--- src/hw/rtl/oaat_pkg.sv ---
// Shared types, constants and mixing functions for the one-at-a-time bucket index block.
package oaat_pkg;

  localparam int HASH_W = 32;
  localparam int BYTE_W = 8;

  localparam logic [HASH_W-1:0] BUCKET_COUNT_RESET = 32'h0001_0000;

  typedef struct packed {
    logic              valid;
    logic [HASH_W-1:0] hash;
  } hash_xfer_t;

  // Fold one key byte into the running hash.
  function automatic logic [HASH_W-1:0] mix_byte(input logic [HASH_W-1:0] h,
                                                 input logic [BYTE_W-1:0] b);
    logic [HASH_W-1:0] t;
    t = h + {{(HASH_W-BYTE_W){1'b0}}, b};
    t = t + (t << 10);
    t = t ^ (t >> 6);
    return t;
  endfunction

  // Final avalanche after the last byte.
  function automatic logic [HASH_W-1:0] finalize(input logic [HASH_W-1:0] h);
    logic [HASH_W-1:0] t;
    t = h + (h << 3);
    t = t ^ (t >> 11);
    t = t + (t << 15);
    return t;
  endfunction

endpackage

--- src/hw/rtl/one_at_a_time_hash_bucket_index_top.sv ---
// Top level of the one-at-a-time hash bucket index block.
//
// Keys arrive one byte per input transaction, the final byte flagged by
// in_last_byte. The front end folds each byte into a 32-bit running hash in
// the cycle it is accepted, so bytes of a key stream in at one per cycle
// while in_stall is low. On the final byte it finalises the hash and pushes
// it into a short queue (QUEUE_DEPTH entries), clearing the running hash for
// the next key. The back end pops one hash at a time and reduces it modulo
// bucket_count with a restoring divider that retires one quotient bit per
// cycle: for each key it loads the operands, runs 32 shift-subtract steps and
// loads the output register, waiting there while out_stall holds a result.
// When bucket_count is 0, which stands for 2^32, it skips the steps and passes
// the finalised hash straight through. That divider sets the sustained rate
// for short keys; the front end keeps taking bytes until the queue fills and
// a finished key cannot be pushed. One result transaction follows every key.
// bucket_count resets to 65536; write it only while the block is idle.

module one_at_a_time_hash_bucket_index_top
  import oaat_pkg::*;
#(
  parameter int QUEUE_DEPTH = 4
) (
  input  logic              clk,
  input  logic              rst_n,
  input  logic              in_valid,
  output logic              in_stall,
  input  logic [BYTE_W-1:0] in_key_byte,
  input  logic              in_last_byte,
  output logic              out_valid,
  input  logic              out_stall,
  output logic [HASH_W-1:0] out_bucket_index,
  input  logic              cfg_wr_en,
  input  logic [HASH_W-1:0] cfg_wr_data
);

  logic [HASH_W-1:0] bucket_count_r, bucket_count_nxt;
  hash_xfer_t        push;
  logic              push_ready;
  hash_xfer_t        pop;
  logic              pop_take;

  // Take the new divisor on a write; the back end latches it per key.
  assign bucket_count_nxt = cfg_wr_en ? cfg_wr_data : bucket_count_r;

  always_ff @(posedge clk) begin
    if (!rst_n) begin
      bucket_count_r <= BUCKET_COUNT_RESET;
    end else begin
      bucket_count_r <= bucket_count_nxt;
    end
  end

  // Byte mixing and finalisation.
  oaat_front u_front (
    .clk          (clk),
    .rst_n        (rst_n),
    .in_valid     (in_valid),
    .in_stall     (in_stall),
    .in_key_byte  (in_key_byte),
    .in_last_byte (in_last_byte),
    .push         (push),
    .push_ready   (push_ready)
  );

  // Decouple the byte stream from the slow reduction.
  oaat_queue #(
    .DEPTH (QUEUE_DEPTH)
  ) u_queue (
    .clk        (clk),
    .rst_n      (rst_n),
    .push       (push),
    .push_ready (push_ready),
    .pop        (pop),
    .pop_take   (pop_take)
  );

  // Modulo reduction and result register.
  oaat_mod u_mod (
    .clk              (clk),
    .rst_n            (rst_n),
    .pop              (pop),
    .pop_take         (pop_take),
    .divisor          (bucket_count_r),
    .out_valid        (out_valid),
    .out_stall        (out_stall),
    .out_bucket_index (out_bucket_index)
  );

endmodule

--- src/hw/rtl/oaat_front.sv ---
// Front end: accepts key bytes, mixes them and pushes finalised hashes to the queue.
module oaat_front
  import oaat_pkg::*;
(
  input  logic              clk,
  input  logic              rst_n,
  input  logic              in_valid,
  output logic              in_stall,
  input  logic [BYTE_W-1:0] in_key_byte,
  input  logic              in_last_byte,
  output hash_xfer_t        push,
  input  logic              push_ready
);

  logic [HASH_W-1:0] run_hash_r, run_hash_nxt;
  logic [HASH_W-1:0] fin_hash_r, fin_hash_nxt;
  logic              fin_pend_r, fin_pend_nxt;
  logic [HASH_W-1:0] mixed;
  logic              accept;
  logic              push_done;

  assign mixed     = mix_byte(run_hash_r, in_key_byte);
  assign push_done = fin_pend_r && push_ready;
  // Hold the input only while a finished key waits for queue space.
  assign in_stall  = fin_pend_r && !push_ready;
  assign accept    = in_valid && !in_stall;

  assign push.valid = fin_pend_r;
  assign push.hash  = finalize(fin_hash_r);

  always_comb begin
    run_hash_nxt = run_hash_r;
    fin_hash_nxt = fin_hash_r;
    fin_pend_nxt = fin_pend_r;
    if (push_done) begin
      fin_pend_nxt = 1'b0;
    end
    if (accept) begin
      if (in_last_byte) begin
        run_hash_nxt = '0;
        fin_hash_nxt = mixed;
        fin_pend_nxt = 1'b1;
      end else begin
        run_hash_nxt = mixed;
      end
    end
  end

  always_ff @(posedge clk) begin
    if (!rst_n) begin
      run_hash_r <= '0;
      fin_pend_r <= 1'b0;
    end else begin
      run_hash_r <= run_hash_nxt;
      fin_pend_r <= fin_pend_nxt;
    end
    fin_hash_r <= fin_hash_nxt;
  end

endmodule

--- src/hw/rtl/oaat_queue.sv ---
// Short FIFO of finalised hashes between the front end and the modulo unit.
module oaat_queue
  import oaat_pkg::*;
#(
  parameter int DEPTH = 4
) (
  input  logic       clk,
  input  logic       rst_n,
  input  hash_xfer_t push,
  output logic       push_ready,
  output hash_xfer_t pop,
  input  logic       pop_take
);

  localparam int PTR_W = (DEPTH > 1) ? $clog2(DEPTH) : 1;
  localparam int CNT_W = $clog2(DEPTH + 1);

  logic [HASH_W-1:0] mem_r [DEPTH];
  logic [PTR_W-1:0]  wr_ptr_r, wr_ptr_nxt;
  logic [PTR_W-1:0]  rd_ptr_r, rd_ptr_nxt;
  logic [CNT_W-1:0]  count_r, count_nxt;
  logic              do_push;
  logic              do_pop;

  assign push_ready = (count_r != CNT_W'(DEPTH));
  assign pop.valid  = (count_r != '0);
  assign pop.hash   = mem_r[rd_ptr_r];
  assign do_push    = push.valid && push_ready;
  assign do_pop     = pop_take && pop.valid;

  always_comb begin
    wr_ptr_nxt = wr_ptr_r;
    rd_ptr_nxt = rd_ptr_r;
    count_nxt  = count_r;
    if (do_push) begin
      wr_ptr_nxt = (wr_ptr_r == PTR_W'(DEPTH - 1)) ? '0 : wr_ptr_r + 1'b1;
    end
    if (do_pop) begin
      rd_ptr_nxt = (rd_ptr_r == PTR_W'(DEPTH - 1)) ? '0 : rd_ptr_r + 1'b1;
    end
    if (do_push && !do_pop) begin
      count_nxt = count_r + 1'b1;
    end else if (do_pop && !do_push) begin
      count_nxt = count_r - 1'b1;
    end
  end

  always_ff @(posedge clk) begin
    if (!rst_n) begin
      wr_ptr_r <= '0;
      rd_ptr_r <= '0;
      count_r  <= '0;
    end else begin
      wr_ptr_r <= wr_ptr_nxt;
      rd_ptr_r <= rd_ptr_nxt;
      count_r  <= count_nxt;
    end
    if (do_push) begin
      mem_r[wr_ptr_r] <= push.hash;
    end
  end

endmodule

--- src/hw/rtl/oaat_mod.sv ---
// Back end: bit-serial modulo reduction of each hash and the output register.
module oaat_mod
  import oaat_pkg::*;
(
  input  logic              clk,
  input  logic              rst_n,
  input  hash_xfer_t        pop,
  output logic              pop_take,
  input  logic [HASH_W-1:0] divisor,
  output logic              out_valid,
  input  logic              out_stall,
  output logic [HASH_W-1:0] out_bucket_index
);

  localparam int STEP_W = $clog2(HASH_W);

  localparam logic [1:0] S_IDLE = 2'd0;
  localparam logic [1:0] S_RUN  = 2'd1;
  localparam logic [1:0] S_HOLD = 2'd2;

  logic [1:0]        state_r, state_nxt;
  logic [HASH_W-1:0] dvd_r, dvd_nxt;
  logic [HASH_W-1:0] div_r, div_nxt;
  logic [HASH_W-1:0] rem_r, rem_nxt;
  logic [STEP_W-1:0] step_r, step_nxt;
  logic              out_valid_r, out_valid_nxt;
  logic [HASH_W-1:0] out_data_r, out_data_nxt;
  logic [HASH_W:0]   rem_shift;
  logic [HASH_W:0]   rem_sub;
  logic              out_free;

  // One restoring step: shift in the next dividend bit, subtract when it fits.
  assign rem_shift = {rem_r, dvd_r[HASH_W-1]};
  assign rem_sub   = rem_shift - {1'b0, div_r};
  assign out_free  = !out_valid_r || !out_stall;

  assign pop_take         = (state_r == S_IDLE) && pop.valid;
  assign out_valid        = out_valid_r;
  assign out_bucket_index = out_data_r;

  always_comb begin
    state_nxt     = state_r;
    dvd_nxt       = dvd_r;
    div_nxt       = div_r;
    rem_nxt       = rem_r;
    step_nxt      = step_r;
    out_data_nxt  = out_data_r;
    out_valid_nxt = out_valid_r && out_stall;
    unique case (state_r)
      S_IDLE: begin
        if (pop.valid) begin
          dvd_nxt  = pop.hash;
          div_nxt  = divisor;
          step_nxt = STEP_W'(HASH_W - 1);
          if (divisor == '0) begin
            rem_nxt   = pop.hash;
            state_nxt = S_HOLD;
          end else begin
            rem_nxt   = '0;
            state_nxt = S_RUN;
          end
        end
      end
      S_RUN: begin
        rem_nxt  = rem_sub[HASH_W] ? rem_shift[HASH_W-1:0] : rem_sub[HASH_W-1:0];
        dvd_nxt  = {dvd_r[HASH_W-2:0], 1'b0};
        step_nxt = step_r - 1'b1;
        if (step_r == '0) begin
          state_nxt = S_HOLD;
        end
      end
      S_HOLD: begin
        if (out_free) begin
          out_data_nxt  = rem_r;
          out_valid_nxt = 1'b1;
          state_nxt     = S_IDLE;
        end
      end
      default: begin
        state_nxt = S_IDLE;
      end
    endcase
  end

  always_ff @(posedge clk) begin
    if (!rst_n) begin
      state_r     <= S_IDLE;
      out_valid_r <= 1'b0;
    end else begin
      state_r     <= state_nxt;
      out_valid_r <= out_valid_nxt;
    end
    dvd_r      <= dvd_nxt;
    div_r      <= div_nxt;
    rem_r      <= rem_nxt;
    step_r     <= step_nxt;
    out_data_r <= out_data_nxt;
  end

endmodule
--- config.mk ---
export PLATFORM = sky130hd
export DESIGN_NAME = one_at_a_time_hash_bucket_index_top
export DESIGN_NICKNAME = d
export VERILOG_FILES = /design/src/hw/rtl/oaat_pkg.sv /design/src/hw/rtl/one_at_a_time_hash_bucket_index_top.sv /design/src/hw/rtl/oaat_front.sv /design/src/hw/rtl/oaat_queue.sv /design/src/hw/rtl/oaat_mod.sv
export SDC_FILE = /design/constraint.sdc
export NUM_CORES = 1
export LEC_CHECK = 0
export ABC_AREA = 1
export BUFFER_PORTS_ARGS = -buffer_cell sky130_fd_sc_hd__buf_2
export CAP_MARGIN = 20
export CORE_MARGIN = 2
export CORE_UTILIZATION = 45
export DETAILED_ROUTE_END_ITERATION = 10
export SETUP_SLACK_MARGIN = 0.2
export SLEW_MARGIN = 20
export SYNTH_ARGS = -nofsm -noshare
export SYNTH_HDL_FRONTEND = slang
export SYNTH_SLANG_ARGS = --single-unit
--- constraint.sdc ---
create_clock -name clk -period 5.6 [get_ports clk]
set_clock_uncertainty 0.1 [all_clocks]
set_input_delay 1.12 -clock clk [delete_from_list [all_inputs] [get_ports clk]]
set_output_delay 1.12 -clock clk [all_outputs]
set_load 0.02 [all_outputs]
# Word level (Yosys, flattened, before mapping)
# Memories as Yosys holds them, arrays and structs flattened. A register that Yosys moved wholly into a read port is not among the register bits.
# Index checks and enable logic that the tools add are counted.
# word_totals
ff_bits	240
mem_bits_rw	128
in_bits	46
output_inout_bits	34
wordCells	88
mem_count	1
# op_classes
addsub	10
n_eq_ne	8
n_mux	27
n_bitwise	2
n_reduce_logical	26
# mem_list
memory	words	word_bits	read_ports	rd_clocked_by_memory_dff	wr	line_no	source
u_queue.mem_r	4	32	1	1	1	oaat_queue.sv:18	logic [HASH_W-1:0] mem_r [DEPTH];
# op_table
operator	n
two-way mux 32 bit	5
case mux 32 bit (2 select lines)	2
adder 32 bit	3
subtractor 33 x 32 -> 33 bit	1
adder 32 x 8 -> 32 bit	1
logical NOT 32 bit	1
bitwise XOR 32 x 21 -> 32 bit	1
bitwise XOR 32 x 26 -> 32 bit	1
two-way mux 2 bit	8
case mux 5 bit (2 select lines)	1
logical AND 1 bit	8
AND reduction 2 bit	4
two-way mux 1 bit	7
equality test 2 bit (second input constant)	3
logical NOT 1 bit	6
two-way mux 3 bit	2
inequality test 2 x 1 -> 1 bit (second input constant)	3
case mux 2 bit (3 select lines)	1
logical NOT 5 bit	1
two-way mux 5 bit	1
subtractor 5 x 1 -> 5 bit (second input constant)	1
adder 2 x 1 -> 2 bit (second input constant)	2
nonzero test 2 bit	2
adder 3 x 1 -> 3 bit (second input constant)	1
7 further kinds	7

# Logic depth before layout (Yosys ltp)
# Gate-level depths: netlist (run 1).
# depth
ltp_word	6
mapped_depth	31
ltp_nobuf	31

# Hierarchy
# From an unflattened synthesis (run 1), not the netlist that was laid out.
# unflattened
hier_cells	2663
area_unflattened_um2	22340.2
# modules_own_cells
mod	instances	cells_per_inst	area_each_um2	seq_area_each_um2
oaat_mod	1	1110	8613.3	4053.9
oaat_front	1	973	7124.3	1621.6
oaat_queue	1	379	5270.1	4023.9
one_at_a_time_hash_bucket_index_top	1	201	1332.5	640.6

# Worst setup path before layout (run 1)
# OpenSTA, ideal clock, no wires.
# synth_timing
path_kind	in2reg
start	input in_key_byte[0]
end	register u_front.fin_hash_r[22], data pin
arrival_time_ns	4.539
required_time_ns	5.245
slack_ns	0.706
path_stages	27
path_buffers	0
cell_sequence	ha_1 > fa_1 > nand3_1 > nand2_1 > nand2_1 > nand2_1 > a21oi_1 > or2_2 > nand2_1 > a21oi_1 > nor2_1 > nand2_1 > xnor2_1 > ha_1 > fa_1 > a21oi_1 > o21bai_1 > nand2_1 > o211ai_1 > nand3_1 > nand2_1 > nand3_1 > nand2_1 > nand2_1 > nand2_1 > or2_1 > and2_1
# synth_via
elab_chain_len	3
# synth_lines
element	line_no	source
start, declared	one_at_a_time_hash_bucket_index_top.sv:27	input logic [BYTE_W-1:0] in_key_byte,
adder 32 x 8 -> 32 bit	oaat_pkg.sv:18	t = h + {{(HASH_W-BYTE_W){1'b0}}, b};
adder 32 bit	oaat_pkg.sv:19	t = t + (t << 10);
bitwise XOR 32 x 26 -> 32 bit	oaat_pkg.sv:20	t = t ^ (t >> 6);
named net u_front.mixed[22]	oaat_front.sv:18	logic [HASH_W-1:0] mixed;
end signal, assigned	oaat_front.sv:57	fin_hash_r <= fin_hash_nxt;
end, declared	oaat_front.sv:16	logic [HASH_W-1:0] fin_hash_r, fin_hash_nxt;
# The timed path passes the listed nets, and every way through them passes these cells.
# A chain may end at the register's enable or synchronous reset.

==> flow_summary.toml, run 1 <==
[outcome]
outcome = "finished clean"

[routing]
wl_mm = 49.6
wl_per_cell_um = 17.2
drtIter0Drc = 1042
drt_pass1_iterations = 5
vias_per_cell = 5.29
vias = 15300
ant_nets = 0
drc = 0

[timing]
worst_slack_ns = 0.529
finalCritPeriodShare_pct = 90.6
slew_violations = 0
fmax_mhz = 197
whs_ns = 0.355
final_hold_viol_count = 0
setup_viol_count_final = 0
tightest_slew_ns = 0.920
fin_setup_tns_ns = 0
min_period_ns = 5.07
rsz0062_at_grt = "false"
max_slew_margin_pct = 38.6

[place]
portBuffers = 79
pre_cts_ws_ns = 0.117
placed_cell_area_um2 = 21300
dp_hpwl_mm = 37.0
gp_congestion = 0.957

[clocking]
postCtsSetupBuffers = 0
clk_path_buf_depth = 3
cts_sinks = 370
cts-root-buf = "clkbuf_16"
cts_tree = "yes"
h-tree-depth = 2
clk_latency_ns = 0.57
numCtsBuffers = 41
clk_pin_slew_ns = 0.06

[synth]
synth_area_um2 = 20200
yosysSeqAreaShare_pct = 51.1
syn-instance-count = 2182
synth_seq_cells = 370
async_flop_share_pct = 0
avgSynthCellArea_um2 = 9.28
synth-edff-count = 293
yosysTopAreaCellShare_pct = 43.5
ys_warn_count = 0
synth_area_leaders = "edfxtp_1, nand2_1, dfxtp_1"
yosysUniqueCellTypes = 53
synth_nets = 2345
synth_ff_type = "edfxtp_1"
yosys.area.top_type = "edfxtp_1"

[job]
max_cap_violations = 0

[critical_path]
reg2reg_depth = 24
crit_path_end_kind = "register"
cp.arrival_ns = 5.26
crit_required_ns = 5.79
critical_path.max_fanout = 4
critPathKind = "reg2reg"
critPathLaunchType = "register"

[layout]
multi_input_area_um2 = 8980
layout_common_cells = "nand2_1, edfxtp_1, nor2_1"
design_area_um2 = 22800
seq_area_um2 = 10300
antenna_cells = 0
syn2layout_area_growth_pct = 12.8
final_common_cell = "nand2_1"
drive_gt1_share_pct = 10.8
fill_cells = 4184
fin_nets = 2429

[hold_path]
holdCritPathClass = "reg2reg"
min_path_cells = 0

[die]
die_w_um = 216
coreArea_um2 = 44300
die_h_um = 216
rows = 77
io_pins = 80
start_util_pct = 45.7
die_area_um2 = 46700

[global_routing]
grt_usage_pct = 21.3
antenna_found_initial = 0
grt_pass1_wl_mm = 79.1
grt_overflow_total = 0
grt_pass1_vias = 14720
grt_max_degree = 65
==> final cells by class <==
class / instances / share of cell area, %
clock buffers: 52 / 5.13
multi-input cells: 1547 / 39.3
well taps: 592 / 3.24
inverters: 207 / 3.41
repair buffers: 99 / 2.48
clock inverters: 24 / 1.13
flip-flops and latches: 370 / 45.3
==> metal layers <==
| metal | up-vias | track usage [%] | wire [um] |
|---|---|---|---|
| met5 | - | 0 | 0 |
| met4 | 0 | 6.23 | 1070 |
| met3 | 68 | 2.46 | 2150 |
| met2 | 300 | 34.6 | 22900 |
| met1 | 7266 | 30.1 | 23500 |
| li1 | 7666 | - | - |
==> cells by family after synthesis <==
logic type | Yosys count | share of synthesized area [%]
AND/OR/NAND/NOR | 826 | 17.5
adder cells (fa/ha/maj) | 117 | 7.45
AO/OA/AOI/OAI | 460 | 12.8
flip-flops | 370 | 51.1
buffers and inverters | 265 | 4.96
XOR/XNOR | 144 | 6.27
==> worst max-delay path, cell delays in order (launching register included) <==
cell	delay, ns
edfxtp_1	0.44
ha_1	0.39
a21oi_1	0.17
nand2_1	0.11
nand2_1	0.09
o211ai_1	0.20
a21oi_2	0.24
o21bai_2	0.10
a21oi_2	0.19
o21ai_1	0.11
xor2_1	0.32
xor2_1	0.19
ha_1	0.25
fa_1	0.41
a31oi_1	0.24
o21ai_0	0.17
a21oi_1	0.15
inv_1	0.05
nand2_1	0.05
nand2_1	0.10
a31oi_1	0.25
o21ai_1	0.13
nand3_1	0.08
nand2_1	0.08
xor2_2	0.17
==> path summary, 6_finish.rpt <==
kind	start	endpoint	slack [ns]
setup / recovery	u_front.fin_hash_r[2]	u_queue.mem_r[2][29]	0.53
hold / removal	bucket_count_r[29]	u_mod.div_r[29]	0.35
setup reg to reg	u_front.fin_hash_r[2]	u_queue.mem_r[2][29]	0.53
hold reg to reg	bucket_count_r[29]	u_mod.div_r[29]	0.35
==> cell usage after synthesis (all sizes together), types with 7 or more instances <==
cell	n
a21o	12
a21oi	150
a31oi	15
buf	11
clkbuf	47
dfxtp	77
edfxtp	293
ha	111
inv	205
nand2	438
nand3	81
nand4	16
nor2	238
nor3	20
nor4	14
o211ai	26
o21ai	190
o21bai	10
o22ai	34
or2	7
xnor2	47
xor2	97
==> state kept, by name (all words and copies together) (netlist names), named ones only <==
signal / cells
u_queue.mem_r: 128
bucket_count_r: 32
u_front.fin_hash_r: 32
u_front.run_hash_r: 32
u_mod.div_r: 32
u_mod.dvd_r: 32
u_mod.out_bucket_index: 32
u_mod.rem_r: 32
u_mod.step_r: 5
u_queue.count_r: 3
u_mod.state_r: 2
u_queue.rd_ptr_r: 2
u_queue.wr_ptr_r: 2
u_front.fin_pend_r: 1
u_mod.out_valid: 1
==> per-stage QoR <==
step                      std cells  utilization [%]
after floorplan                2182                -
after global placement         2814             48.1
after detailed placement       2814             48.1
after CTS                      2890             51.4
after global routing           2891             51.5
final                          2891             51.5
==> what timing repair did <==
action	CTS	global route
resized for setup	0	11
hold buffers	0	0
endpoints found under the setup margin	0	21
Power of run 1 is not shown: default switching activity piles up to over one toggle a cycle in this logic, so the estimate is an artifact.
==> inputs of run 2 (changes only) <==
Settings changed: REMOVE_ABC_BUFFERS from default to 1.
==> run 2 against run 1 <==
Net effect:
- utilization decreased by 0.20 points
- count of clock-buffer cells in the layout grew 2
- sequential cell count stayed put
- global-route usage is essentially flat
- critical path depth is 2 lower
- die area unchanged
- maximum frequency is 1.5% higher
- critical path type unchanged
- largest cell class unchanged
==> flow_summary.toml, run 2 (synthesis results as in run 1) <==
[outcome]
outcome = "finished clean"

[place]
gp_congestion = 0.951
dp_hpwl_mm = 37.5
dpl.cell_count = 2819
placed_cell_area_um2 = 21400
portBuffers = 79

[critical_path]
crit_start = "u_front.fin_hash_r[0]"
reg2reg_from = "u_front.fin_hash_r[0]"
critPathKind = "reg2reg"
crit_required_ns = 5.79
critical_path.max_fanout = 5
crit_path_end_kind = "register"
cp.arrival_ns = 5.19
critPathLaunchType = "register"

[die]
start_util_pct = 45.7
die_h_um = 216
coreArea_um2 = 44300
die_w_um = 216
io_pins = 80
die_area_um2 = 46700
rows = 77

[layout]
fin_nets = 2433
design_area_um2 = 22700
layout_common_cells = "nand2_1, edfxtp_1, nor2_1"
final_common_cell = "nand2_1"
drive_gt1_share_pct = 10.6
syn2layout_area_growth_pct = 12.3
top_register = "u_queue.mem_r"
antenna_cells = 0
largest_reg_flops = 128
final-instance-count-excl-fill = 2894
fill_cells = 4180

[clocking]
cts_resized = 0
cts_sinks = 370
cts-root-buf = "clkbuf_16"
cts_tree = "yes"
clk_path_buf_depth = 3
h-tree-depth = 2
clk_latency_ns = 0.58
clk_pin_slew_ns = 0.06
postCtsSetupBuffers = 0
hold_buffers = 0
numCtsBuffers = 40

[routing]
wl_mm = 49.9
ant_nets = 0
drtIter0Drc = 901
wl_per_cell_um = 17.2
vias_per_cell = 5.31
drt_pass1_iterations = 5
drc = 0
vias = 15371

[global_routing]
grt_usage_pct = 21.4
antenna_found_initial = 0
grt_pass1_vias = 14889
grt_max_degree = 65
grt_overflow_total = 0
grt_pass1_wl_mm = 79.7

[timing]
fmax_mhz = 200
setup_viol_count_final = 0
slew_violations = 0
final_hold_viol_count = 0
tightest_slew_ns = 1.03
max_slew_margin_pct = 31.4
finalCritPeriodShare_pct = 89.2
rsz0062_at_grt = "false"
min_period_ns = 5.00
whs_ns = 0.351

[job]
max_cap_violations = 0

[hold_path]
hold_path_startpoint = "bucket_count_r[1]"
holdCritPathClass = "reg2reg"
[run 2: layout make-up]
cell class / count / area (um^2) / share of cell area, %
tap: 592 / 741 / 3.26
sequential: 370 / 10300 / 45.5
clock buffer: 54 / 1100 / 4.85
inverter: 207 / 778 / 3.42
clock inverter: 20 / 224 / 0.985
multi-input combinational: 1547 / 8960 / 39.4
timing repair buffer: 104 / 596 / 2.62
[run 2: critical path, stage by stage, from the launching register on]
cell and delay, ns:
edfxtp_1 0.42, ha_1 0.19, inv_1 0.06, fa_1 0.42, o21ai_2 0.20, a21oi_1 0.14
o21ai_2 0.25, a21boi_0 0.25, xnor2_1 0.41, xor2_1 0.17, ha_1 0.24, fa_1 0.40
a31oi_1 0.24, o21ai_0 0.18, a21oi_1 0.16, inv_1 0.05, nand2_1 0.05, nand2_1 0.09
a31oi_1 0.23, o21ai_1 0.12, nand3_1 0.09, nand2_1 0.08, xor2_2 0.19
[run 2: metal layers]
| metal | track usage (%) | part of all wire, % | vias up |
|---|---|---|---|
| li1 | - | - | 7677 |
| met3 | 2.76 | 3.8 | 65 |
| met1 | 30.5 | 48 | 7365 |
| met5 | 0 | 0 | - |
| met4 | 4.95 | 1.7 | 0 |
| met2 | 34.7 | 46 | 264 |
[run 2: final timing paths]
check | endpoint | cells past startpoint | slack [ns]
worst min register to register | u_mod.div_r[1] | 0 | 0.35
worst min-delay path | u_mod.div_r[1] | 0 | 0.35
worst max-delay path | u_queue.mem_r[0][29] | 22 | 0.60
worst max register to register | u_queue.mem_r[0][29] | 22 | 0.60
[run 2: through the flow]
stage / setup slack [ns] / TNS [ns] / util [%]
final: 0.605 / 0 / 51.3
after floorplan: -0.165 / -11.38 / -
after CTS: 0.412 / 0 / 51.2
after global placement: 0.143 / 0 / 48.2
after detailed placement: 0.0443 / 0 / 48.2
after global routing: 0.217 / 0 / 51.3
Power of run 2 is left out for the same reason.
==> inputs of run 3 (changes only) <==
Settings changed: CTS_BUF_LIST from default to sky130_fd_sc_hd__clkbuf_4.
==> run 3 against run 2 <==
Net effect:
- sequential cell count unchanged
- critical path type unchanged
- critical path depth unchanged
- die area is the same
- worst hold slack worse by 0.016 ns
- first-iteration DRC count is 3.8% lower
- non-clock buffer count did not move
- worst setup slack got worse by 0.026 ns
- global-route usage up 0.28 points
- maximum frequency decreased by 0.52%
- final cell count increased by 3.6%
- largest cell class unchanged
- via count increased by 2.3%
- register-to-register slack got worse by 0.03 ns
==> flow_summary.toml, run 3 (synthesis results as in run 1) <==
[outcome]
outcome = "finished clean"

[critical_path]
cp.arrival_ns = 5.44
critPathKind = "reg2reg"
reg2reg_setup_slack_ns = 0.58
reg2reg_depth = 22
reg2reg_from = "u_front.fin_hash_r[0]"
critical_path.max_fanout = 5
critPathLaunchType = "register"
r2r-end = "u_queue.mem_r[0][29]"
crit_required_ns = 6.02
crit_path_end_kind = "register"

[timing]
setup_viol_count_final = 0
whs_ns = 0.335
final_hold_viol_count = 0
rsz0062_at_grt = "true"
tightest_slew_ns = 1.02
max_slew_margin_pct = 31.8
fmax_mhz = 199
finalCritPeriodShare_pct = 89.7
min_period_ns = 5.02
slew_violations = 0

[clocking]
clk_path_buf_depth = 3
numCtsBuffers = 98
cts_tree = "yes"
clk_latency_ns = 0.83
cts_sinks = 370
cts-root-buf = "clkbuf_4"
h-tree-depth = 3
clk_pin_slew_ns = 0.07

[die]
io_pins = 80
die_area_um2 = 46700
rows = 77
die_w_um = 216
start_util_pct = 45.7
coreArea_um2 = 44300
die_h_um = 216

[place]
portBuffers = 79
dpl.cell_count = 2819
gp_congestion = 0.951
dp_hpwl_mm = 37.5

[routing]
wl_mm = 50.3
drc = 0
wl_per_cell_um = 16.8
vias = 15732
vias_per_cell = 5.25
ant_nets = 0
drtIter0Drc = 867
drt_pass1_iterations = 5

[layout]
final_common_cell = "nand2_1"
top_register = "u_queue.mem_r"
layout_common_cells = "nand2_1, edfxtp_1, nor2_1"
drive_gt1_share_pct = 14.4
final-instance-count-excl-fill = 2997
largest_reg_flops = 128
syn2layout_area_growth_pct = 12.2
fin_nets = 2491

[hold_path]
holdCritPathClass = "reg2reg"
whs_endpoint = "u_mod.div_r[8]"
hold_path_startpoint = "bucket_count_r[8]"
min_path_cells = 0

[global_routing]
grt_max_degree = 65
grt_pass1_wl_mm = 80.4
antenna_found_initial = 1
grt_overflow_total = 0
grt_pass1_vias = 15372
grt_usage_pct = 21.6

[job]
max_cap_violations = 0
run 3: cell types whose count changed in the layout (fill, tap and decap cells not counted), sizes merged:
cell,previous run,this run
clkbuf,54,146
clkinv,19,24
inv,205,209
clkinvlp,1,2
diode,0,1
run 3: layout make-up:
class | count | area (um^2)
Tap cell | 592 | 741
Sequential cell | 370 | 10300
Antenna cell | 1 | 2.50
Clock inverter | 30 | 206
Inverter | 207 | 778
Multi-Input combinational cell | 1547 | 8970
Clock buffer | 146 | 1100
Fill cell | 4257 | 21600
Timing Repair Buffer | 104 | 596
run 3: layer usage:
metal	GRT usage [%]	vias to the layer above	wire length (um)
li1	-	7867	-
met1	30.0	7472	24100
met2	34.6	307	23200
met3	3.19	86	1870
met4	7.60	0	1120
met5	0	-	0
run 3: critical path: stages (launching register included):
cell and delay, ns:
edfxtp_1 0.42, ha_1 0.19, inv_1 0.06, fa_1 0.42, o21ai_2 0.21, a21oi_1 0.14
o21ai_2 0.25, a21boi_0 0.25, xnor2_1 0.42, xor2_1 0.18, ha_1 0.24, fa_1 0.40
a31oi_1 0.24, o21ai_0 0.17, a21oi_1 0.16, inv_1 0.05, nand2_1 0.05, nand2_1 0.09
a31oi_1 0.22, o21ai_1 0.12, nand3_1 0.09, nand2_1 0.08, xor2_2 0.19
run 3: worst max path at each step:
stage	startpoint	slack (ns)	depth (start not counted)	endpoint
global route	u_front.fin_hash_r[2]	0.19	24	u_queue.mem_r[3][29]
global placement	in_key_byte[0]	0.14	27	u_front.fin_hash_r[23]
detailed placement	in_key_byte[0]	0.04	27	u_front.fin_hash_r[23]
CTS	u_front.fin_hash_r[6]	0.41	24	u_queue.mem_r[2][29]
floorplan	u_mod.state_r[0]	-0.16	4	u_mod.dvd_r[0]
finish	u_front.fin_hash_r[0]	0.58	22	u_queue.mem_r[0][29]
run 3: stage by stage:
step | setup TNS (ns) | area [um^2] | worst slack (ns) | utilization, %
after floorplan | -11.38 | 20000 | -0.165 | -
after global placement | 0 | 21400 | 0.143 | 48.2
after detailed placement | 0 | 21400 | 0.0443 | 48.2
after CTS | 0 | 22700 | 0.413 | 51.2
after global routing | 0 | 22700 | 0.190 | 51.3
final | 0 | 22700 | 0.578 | 51.3
run 3: what timing repair did:
item / in CTS / in global routing
endpoints found under the setup margin: 0 / 12
gates resized for setup: 0 / 8
buffers inserted: 0 / 0
hold buffers: 0 / 0
Power of run 3 is left out for the same reason.
